$ cat config.mk
export PLATFORM = sky130hd
export DESIGN_NAME = joystick_twist_mapper
export DESIGN_NICKNAME = d
export VERILOG_FILES = /design/src/rtl/jtm_pkg.sv /design/src/rtl/jtm_scale.sv /design/src/rtl/jtm_compute.sv /design/src/rtl/joystick_twist_mapper.sv
export SDC_FILE = /design/constraint.sdc
export NUM_CORES = 2
export LEC_CHECK = 0
export CAP_MARGIN = 10
export CORE_ASPECT_RATIO = 0.5
export CORE_MARGIN = 2
export CORE_UTILIZATION = 29
export DETAILED_ROUTE_END_ITERATION = 10
export DONT_BUFFER_PORTS = 1
export GPL_TIMING_DRIVEN = 0
export HOLD_SLACK_MARGIN = 0.08
export PLACE_DENSITY = 0.5
export SLEW_MARGIN = 10
export SYNTH_ARGS = -nofsm -noshare
export SYNTH_HDL_FRONTEND = slang
export SYNTH_SLANG_ARGS = --single-unit
$ cat constraint.sdc
create_clock -name clk -period 13.2 [get_ports clk]
set_input_delay 0.66 -clock clk [delete_from_list [all_inputs] [get_ports clk]]
set_output_delay 0.66 -clock clk [all_outputs]
set_load 0.03 [all_outputs]
$ cat src/rtl/jtm_pkg.sv
// Package for the joystick twist mapper: sizes, register indexes, codes,
// configuration and result structs, and the axis and button helpers.
// No dependencies.
`default_nettype none

package jtm_pkg;

    localparam int NUM_AXES    = 8;
    localparam int NUM_BUTTONS = 16;

    localparam int AXIS_PORTS = 8;
    localparam int BTN_W      = 16;
    localparam int AXIS_W     = 16;
    localparam int VAL_W      = 17;
    localparam int VEL_W      = 24;
    localparam int CFG_DATA_W = 18;
    localparam int CFG_IDX_W  = 3;

    localparam logic signed [VAL_W-1:0] BTN_POS = 17'sd32767;
    localparam logic signed [VAL_W-1:0] BTN_NEG = -17'sd32767;

    typedef enum logic [CFG_IDX_W-1:0] {
        CFG_ENABLE       = 3'd0,
        CFG_COMMAND_MODE = 3'd1,
        CFG_DEADZONE     = 3'd2,
        CFG_LINEAR_GAIN  = 3'd3,
        CFG_ANGULAR_GAIN = 3'd4,
        CFG_AXIS_MAP     = 3'd5,
        CFG_BUTTON_MAP   = 3'd6
    } cfg_idx_t;

    typedef enum logic [1:0] {
        KIND_TWIST  = 2'd0,
        KIND_FINISH = 2'd1,
        KIND_ABORT  = 2'd2
    } kind_t;

    localparam logic [1:0] MODE_TWIST = 2'd0;

    typedef logic signed [AXIS_W-1:0] axis_t;
    typedef axis_t [AXIS_PORTS-1:0]   axis_arr_t;
    typedef logic signed [VEL_W-1:0]  vel_t;

    typedef struct packed {
        logic        enable;
        logic [1:0]  command_mode;
        logic [15:0] deadzone;
        logic [15:0] linear_gain;
        logic [15:0] angular_gain;
        logic [17:0] axis_map;
        logic [15:0] button_map;
    } cfg_t;

    typedef struct packed {
        logic fin_seen;
        logic abt_seen;
    } flags_t;

    typedef struct packed {
        logic  emit;
        kind_t kind;
        vel_t  lin_x;
        vel_t  lin_y;
        vel_t  lin_z;
        vel_t  ang_x;
        vel_t  ang_y;
        vel_t  ang_z;
    } result_t;

    function automatic logic signed [VAL_W-1:0] axis_pick(axis_arr_t axes, logic [2:0] sel);
        logic signed [VAL_W-1:0] v;
        v = VAL_W'(axes[sel]);
        if (int'(sel) >= NUM_AXES)
            v = '0;
        return v;
    endfunction

    function automatic logic button_pick(logic [BTN_W-1:0] bits, logic [3:0] sel);
        logic b;
        b = bits[sel];
        if (int'(sel) >= NUM_BUTTONS)
            b = 1'b0;
        return b;
    endfunction

    function automatic logic signed [VAL_W-1:0] dead_zone(logic signed [VAL_W-1:0] v,
                                                          logic [15:0] dz);
        logic [VAL_W-1:0] mag;
        mag = v[VAL_W-1] ? VAL_W'(-v) : VAL_W'(v);
        return (mag < {1'b0, dz}) ? '0 : v;
    endfunction

    // negative half of a trigger folds onto 0..16383
    function automatic logic signed [VAL_W-1:0] trigger_val(logic signed [VAL_W-1:0] r,
                                                            logic [15:0] dz);
        logic signed [VAL_W-1:0] t;
        t = r[VAL_W-1] ? $signed({3'b000, r[14:1]}) : r;
        return dead_zone(t, dz);
    endfunction

endpackage

`default_nettype wire

$ cat src/rtl/jtm_scale.sv
// One velocity component: signed value times unsigned Q8.8 gain, floored >> 8.
// Depends on jtm_pkg.
`default_nettype none

module jtm_scale
    import jtm_pkg::*;
(
    input  wire logic signed [VAL_W-1:0] value,
    input  wire logic [15:0]             gain,
    output vel_t                         vel
);

    logic signed [2*VAL_W-1:0] prod;

    assign prod = value * $signed({1'b0, gain});
    assign vel  = prod[VEL_W+7:8];

endmodule

`default_nettype wire

$ cat src/rtl/jtm_compute.sv
// Per-sample decision and velocity datapath: button edges, axis selection,
// deadzone, triggers and six gain multipliers. Depends on jtm_pkg, jtm_scale.
`default_nettype none

module jtm_compute
    import jtm_pkg::*;
(
    input  wire cfg_t              cfg,
    input  wire flags_t            flags,
    input  wire axis_arr_t         axes,
    input  wire logic [BTN_W-1:0]  buttons,
    output flags_t                 flags_next,
    output result_t                res
);

    logic fin, abt, zp, zn;
    kind_t kind;
    logic signed [VAL_W-1:0] v_lx, v_ly, v_lz, v_ax, v_ay, v_az;
    vel_t s_lx, s_ly, s_lz, s_ax, s_ay, s_az;

    assign fin = button_pick(buttons, cfg.button_map[11:8]);
    assign abt = button_pick(buttons, cfg.button_map[15:12]);
    assign zp  = button_pick(buttons, cfg.button_map[3:0]);
    assign zn  = button_pick(buttons, cfg.button_map[7:4]);

    assign flags_next.fin_seen = fin;
    assign flags_next.abt_seen = abt;

    always_comb
    begin
        if (fin && !flags.fin_seen)
            kind = KIND_FINISH;
        else if (abt && !flags.abt_seen)
            kind = KIND_ABORT;
        else
            kind = KIND_TWIST;
    end

    assign v_lx = dead_zone(axis_pick(axes, cfg.axis_map[2:0]), cfg.deadzone);
    assign v_ly = dead_zone(axis_pick(axes, cfg.axis_map[5:3]), cfg.deadzone);
    assign v_lz = trigger_val(axis_pick(axes, cfg.axis_map[8:6]), cfg.deadzone)
                - trigger_val(axis_pick(axes, cfg.axis_map[11:9]), cfg.deadzone);
    assign v_ax = dead_zone(axis_pick(axes, cfg.axis_map[14:12]), cfg.deadzone);
    assign v_ay = dead_zone(axis_pick(axes, cfg.axis_map[17:15]), cfg.deadzone);
    assign v_az = (zp == zn) ? '0 : (zp ? BTN_POS : BTN_NEG);

    jtm_scale u_lx (.value(v_lx), .gain(cfg.linear_gain),  .vel(s_lx));
    jtm_scale u_ly (.value(v_ly), .gain(cfg.linear_gain),  .vel(s_ly));
    jtm_scale u_lz (.value(v_lz), .gain(cfg.linear_gain),  .vel(s_lz));
    jtm_scale u_ax (.value(v_ax), .gain(cfg.angular_gain), .vel(s_ax));
    jtm_scale u_ay (.value(v_ay), .gain(cfg.angular_gain), .vel(s_ay));
    jtm_scale u_az (.value(v_az), .gain(cfg.angular_gain), .vel(s_az));

    always_comb
    begin
        res.emit  = cfg.enable && (kind != KIND_TWIST || cfg.command_mode == MODE_TWIST);
        res.kind  = kind;
        res.lin_x = (kind == KIND_TWIST) ? s_lx : '0;
        res.lin_y = (kind == KIND_TWIST) ? s_ly : '0;
        res.lin_z = (kind == KIND_TWIST) ? s_lz : '0;
        res.ang_x = (kind == KIND_TWIST) ? s_ax : '0;
        res.ang_y = (kind == KIND_TWIST) ? s_ay : '0;
        res.ang_z = (kind == KIND_TWIST) ? s_az : '0;
    end

endmodule

`default_nettype wire

$ cat src/rtl/joystick_twist_mapper.sv
// Joystick twist mapper: a sample beat yields a twist or a finish or abort request.
// A beat passes the input register, the datapath and the result register in that order;
// one beat per cycle is sustained while out_ready keeps the result register free.
// The six gain multipliers all sit in the single datapath stage between the two registers.
// Reset clears the pipeline valids and edge flags, and loads register defaults.
// Depends on jtm_pkg and jtm_compute.
`default_nettype none

module joystick_twist_mapper
    import jtm_pkg::*;
(
    input  wire logic                  clk,
    input  wire logic                  rst_n,

    input  wire logic                  cfg_valid,
    output logic                       cfg_ready,
    input  wire logic [CFG_IDX_W-1:0]  cfg_index,
    input  wire logic [CFG_DATA_W-1:0] cfg_data,

    input  wire logic                  in_valid,
    output logic                       in_ready,
    input  wire axis_t                 axis_0,
    input  wire axis_t                 axis_1,
    input  wire axis_t                 axis_2,
    input  wire axis_t                 axis_3,
    input  wire axis_t                 axis_4,
    input  wire axis_t                 axis_5,
    input  wire axis_t                 axis_6,
    input  wire axis_t                 axis_7,
    input  wire logic [BTN_W-1:0]      button_bits,

    output logic                       out_valid,
    input  wire logic                  out_ready,
    output logic [1:0]                 kind,
    output vel_t                       lin_x,
    output vel_t                       lin_y,
    output vel_t                       lin_z,
    output vel_t                       ang_x,
    output vel_t                       ang_y,
    output vel_t                       ang_z
);

    cfg_t             cfg_reg;
    flags_t           flags_reg;
    flags_t           flags_next;
    logic             s1_valid_reg;
    axis_arr_t        axes_reg;
    logic [BTN_W-1:0] buttons_reg;
    logic             out_valid_reg;
    result_t          res_reg;
    result_t          res_next;
    logic             s2_free;
    logic             s1_fire;

    assign cfg_ready = 1'b1;

    always_ff @(posedge clk or negedge rst_n)
    begin
        if (!rst_n)
        begin
            cfg_reg.enable       <= 1'b0;
            cfg_reg.command_mode <= MODE_TWIST;
            cfg_reg.deadzone     <= 16'd3277;
            cfg_reg.linear_gain  <= 16'd256;
            cfg_reg.angular_gain <= 16'd256;
            cfg_reg.axis_map     <= 18'd146056;
            cfg_reg.button_map   <= 16'd4180;
        end
        else if (cfg_valid)
        begin
            case (cfg_idx_t'(cfg_index))
                CFG_ENABLE:       cfg_reg.enable       <= cfg_data[0];
                CFG_COMMAND_MODE: cfg_reg.command_mode <= cfg_data[1:0];
                CFG_DEADZONE:     cfg_reg.deadzone     <= cfg_data[15:0];
                CFG_LINEAR_GAIN:  cfg_reg.linear_gain  <= cfg_data[15:0];
                CFG_ANGULAR_GAIN: cfg_reg.angular_gain <= cfg_data[15:0];
                CFG_AXIS_MAP:     cfg_reg.axis_map     <= cfg_data;
                CFG_BUTTON_MAP:   cfg_reg.button_map   <= cfg_data[15:0];
                default:          ;
            endcase
        end
    end

    assign s2_free  = !out_valid_reg || out_ready;
    assign s1_fire  = s1_valid_reg && s2_free;
    assign in_ready = !s1_valid_reg || s2_free;

    // input register
    always_ff @(posedge clk or negedge rst_n)
    begin
        if (!rst_n)
            s1_valid_reg <= 1'b0;
        else if (in_ready)
            s1_valid_reg <= in_valid;
    end

    always_ff @(posedge clk)
    begin
        if (in_valid && in_ready)
        begin
            axes_reg    <= {axis_7, axis_6, axis_5, axis_4, axis_3, axis_2, axis_1, axis_0};
            buttons_reg <= button_bits;
        end
    end

    jtm_compute u_compute (
        .cfg        (cfg_reg),
        .flags      (flags_reg),
        .axes       (axes_reg),
        .buttons    (buttons_reg),
        .flags_next (flags_next),
        .res        (res_next)
    );

    // edge flags move only on enabled beats
    always_ff @(posedge clk or negedge rst_n)
    begin
        if (!rst_n)
            flags_reg <= '0;
        else if (s1_fire && cfg_reg.enable)
            flags_reg <= flags_next;
    end

    // result register
    always_ff @(posedge clk or negedge rst_n)
    begin
        if (!rst_n)
            out_valid_reg <= 1'b0;
        else if (s2_free)
            out_valid_reg <= s1_fire && res_next.emit;
    end

    always_ff @(posedge clk)
    begin
        if (s1_fire && res_next.emit)
            res_reg <= res_next;
    end

    assign out_valid = out_valid_reg;
    assign kind      = res_reg.kind;
    assign lin_x     = res_reg.lin_x;
    assign lin_y     = res_reg.lin_y;
    assign lin_z     = res_reg.lin_z;
    assign ang_x     = res_reg.ang_x;
    assign ang_y     = res_reg.ang_y;
    assign ang_z     = res_reg.ang_z;

    a_disabled_flags_hold: assert property (@(posedge clk) disable iff (!rst_n)
        s1_fire && !cfg_reg.enable |=> flags_reg == $past(flags_reg))
        else $error("edge flags moved on a disabled beat");

    a_request_zero: assert property (@(posedge clk) disable iff (!rst_n)
        out_valid_reg && res_reg.kind != KIND_TWIST |->
            res_reg.lin_x == '0 && res_reg.lin_y == '0 && res_reg.lin_z == '0 &&
            res_reg.ang_x == '0 && res_reg.ang_y == '0 && res_reg.ang_z == '0)
        else $error("request carries non-zero velocity");

    a_finish_edge: assert property (@(posedge clk) disable iff (!rst_n)
        s1_fire && res_next.emit && res_next.kind == KIND_FINISH |-> !flags_reg.fin_seen)
        else $error("finish request without a rising edge");

    a_empty_ready: assert property (@(posedge clk) disable iff (!rst_n)
        !s1_valid_reg |-> in_ready)
        else $error("input stalled with empty input register");

    a_drop_frees: assert property (@(posedge clk) disable iff (!rst_n)
        s1_fire && !res_next.emit && !(in_valid && in_ready) |=> !s1_valid_reg)
        else $error("dropped beat left input register full");

endmodule

`default_nettype wire

==> impl_metrics.yaml <==
sta:
  hold_violations: 0
  fin_skew_ns: 0.0287
  fin_ws_ns: 0.555
  worst_slew_pin_slew_ns: 1.34
  fmax_mhz: 79.1
  setup_viol: 0
  slew_headroom_pct: 8.07
  fin_crit_ns: 12.65
  post-route-period-util_pct: 95.8
  final.setup.tns_ns: 0
  drv_slew: 0
floorplan:
  die-area_um2: 274000
  die_h_um: 371
  initial_core_util_pct: 29.2
  die_w_um: 738
  io-pin-count: 319
  rows: 134
  core_area_um2: 267000
cts:
  cts-htree-levels: 2
  clk_path_buf_depth: 3
  clk_root_buffer_cell: "clkbuf_16"
  insertion_delay_ns: 0.68
  cts_made_buffers: 46
  clock_sinks: 379
  clk_pin_slew_ns: 0.07
  cts_tree: "built"
cells_and_area:
  final_common_cell: "inv_1"
  largest_reg_flops: 128
  drive_gt1_share_pct: 7.55
  fin_nets: 10200
  fin_area_um2: 86100
  final_cell_mix: "inv_1 (1820), fa_1 (1466), ha_1 (582)"
  area_delta_synth_final_pct: 10.3
  nFillCells: 27700
  area.sequential_um2: 11000
  multi_input_area_um2: 58800
place:
  io_buffers: 0
  post-dp-hpwl_mm: 211
  gp_congestion: 0.933
  dp_slack_ns: -1.44
  placed_area_um2: 82700
setup_path:
  r2r_end: "lin_z[23]"
  cp_common_cell: "a21o_1"
  reg2reg_depth: 46
  cp-start-kind: "flip-flop"
  crit_path_end_kind: "flip-flop"
  r2r_slack_ns: 0.55
  r2r-start: "cfg_reg[25]"
  crit_type: "flip-flop to flip-flop"
  worst-path-max-fanout: 10
  path_buf_inv: 8
  cp.arrival_ns: 13.04
  cp_slowest_stage_delay_ns: 0.57
  cp_top_family: "compound AO/OA/AOI/OAI gates"
  slowest_stage: "dfstp_2"
  cp.required_ns: 13.60
logic_synthesis:
  syn_area_um2: 78000
  synth-simple-area-share_pct: 12.5
  yosys_register_bits: 379
  muxShareOfSynthArea_pct: 9.04
  ys.warnings.count: 0
  netlist_instances: 7751
  synthArstFlopShare_pct: 23.5
  synth.avg_cell_area_um2: 10.1
  synthXorXnorAreaFrac_pct: 2.84
  synth-compound-area-share_pct: 3.79
  synth_top_family_by_area: "adder cells"
  synthAdderAreaFrac_pct: 47.0
  synth_edf_count: 290
  syn-num-nets: 9970
  ys_types: 82
  ys_seq_area_share_pct: 14.0
  synth_top_flop_cell: "edfxtp_1"
hold_path:
  hp-start: "cfg_data[15]"
  min_path_cells: 2
  hold_path.class: "input pin to flip-flop"
  hold_end: "cfg_reg[81]"
drt:
  met3_length_mm: 17.1
  dr.pass1.iters: 5
  wl_mm: 255
  dr_total_vias: 56000
  drc: 0
  drt_iter0_drc: 4165
  wl_met1_mm: 104
  ant_nets: 0
  routed-wl-met2_mm: 125
  wl_per_cell_um: 21.9
  vias_per_cell: 4.82
  highest_layer: "met5"
global_route:
  globalRoute.totalOverflow: 0
  grt_pass1_vias: 60200
  grt_usage_pct: 18.9
  grt_pass1_wl_mm: 387
  grt_max_degree: 90
  antenna_found_initial: 19
status:
  status: "completed"
job:
  cap_violations: 0
==> final cells by class <==
cell class	instances	share of cell area, %
diodes	7	0.0203
plain buffers	360	1.87
clock buffers	53	1.40
clock inverters	31	0.340
inverters	1825	7.97
multi-input cells	5184	68.4
flip-flops and latches	379	12.7
well taps	3604	5.24
repair buffers	169	2.08
==> metrics by stage <==
step | instances | hold slack (ns) | utilization (%)
floorplan | 7751 | 0.364 | -
global placement | 11400 | 0.366 | 30.9
detailed placement | 11400 | 0.367 | 31.0
CTS | 11600 | 0.0834 | 32.1
global route | 11600 | 0.0927 | 32.2
finish | 11600 | 0.114 | 32.2
==> metal layers <==
layer	up-vias	global-route usage (%)
met4	2	5.58
met2	1732	32.7
li1	24700	-
met1	29100	24.0
met3	381	3.66
met5	-	0
==> cell families after synthesis <==
group,Yosys count
AOI/OAI and AO/OA,449
xor gates and xnor gates,253
adders and majority gates,2054
buffers and inverters,2188
DFF,379
muxes,423
other,1
and+or+nand+nor,2004
==> cells in the mapped netlist, drive strengths merged, types with 11 or more instances <==
master,count,area [um2]
buf,85,488
nand2,577,2170
a31oi,30,228
fa,1467,29400
o31ai,11,87.6
nand3,366,1830
mux4,212,4770
a21o,42,315
clkbuf,278,1040
dfrtp,69,1730
inv,1823,6840
a211oi,25,188
and2,322,2010
nand4,16,100
and3,116,726
nor3b,15,113
mux2,120,1350
ha,582,7280
nor3,96,480
xor2,102,893
o21bai,15,113
nor2b,90,563
xnor2,151,1320
edfxtp,290,8710
dfstp,20,526
a2111oi,11,103
a21oi,143,719
or2,13,81.3
or3,16,100
o21a,26,195
a31o,16,149
nand2b,23,144
o21ai,71,355
nor2,326,1220
mux2i,91,931
==> how the worst max path moves through the flow <==
stage                 from         to  slack, ns  cells past startpoint
2_1_floorplan  cfg_reg[25]  lin_z[20]       1.05                     45
6_report       cfg_reg[25]  lin_z[23]       0.55                     46
3_3_place_gp   cfg_reg[25]  lin_z[22]      -1.49                     44
4_1_cts        cfg_reg[22]  lin_z[22]      0.001                     47
5_1_grt        cfg_reg[25]  lin_z[23]     -0.005                     46
3_5_place_dp   cfg_reg[25]  lin_z[22]      -1.44                     44
==> worst reg2reg max path: cells and delay by family (launching register included) <==
family	cells	cell delay, ns
compound gates	21	4.55
xor+xnor	1	0.23
fa+ha+maj	9	3.91
buf+inv	8	1.03
flops	1	0.57
mux	3	1.31
simple gates	4	0.80
==> repair_timing <==
action	4_1_cts	5_1_grt
hold buffers	153	0
pin swaps	3	4
setup buffers	4	4
hold endpoints to repair	240	0
endpoints found under the setup margin	15	20
resized for setup	41	66
Power is left out: the tool's default activity adds up to more than one toggle a clock period on the data nets, which glitch-free logic cannot reach.
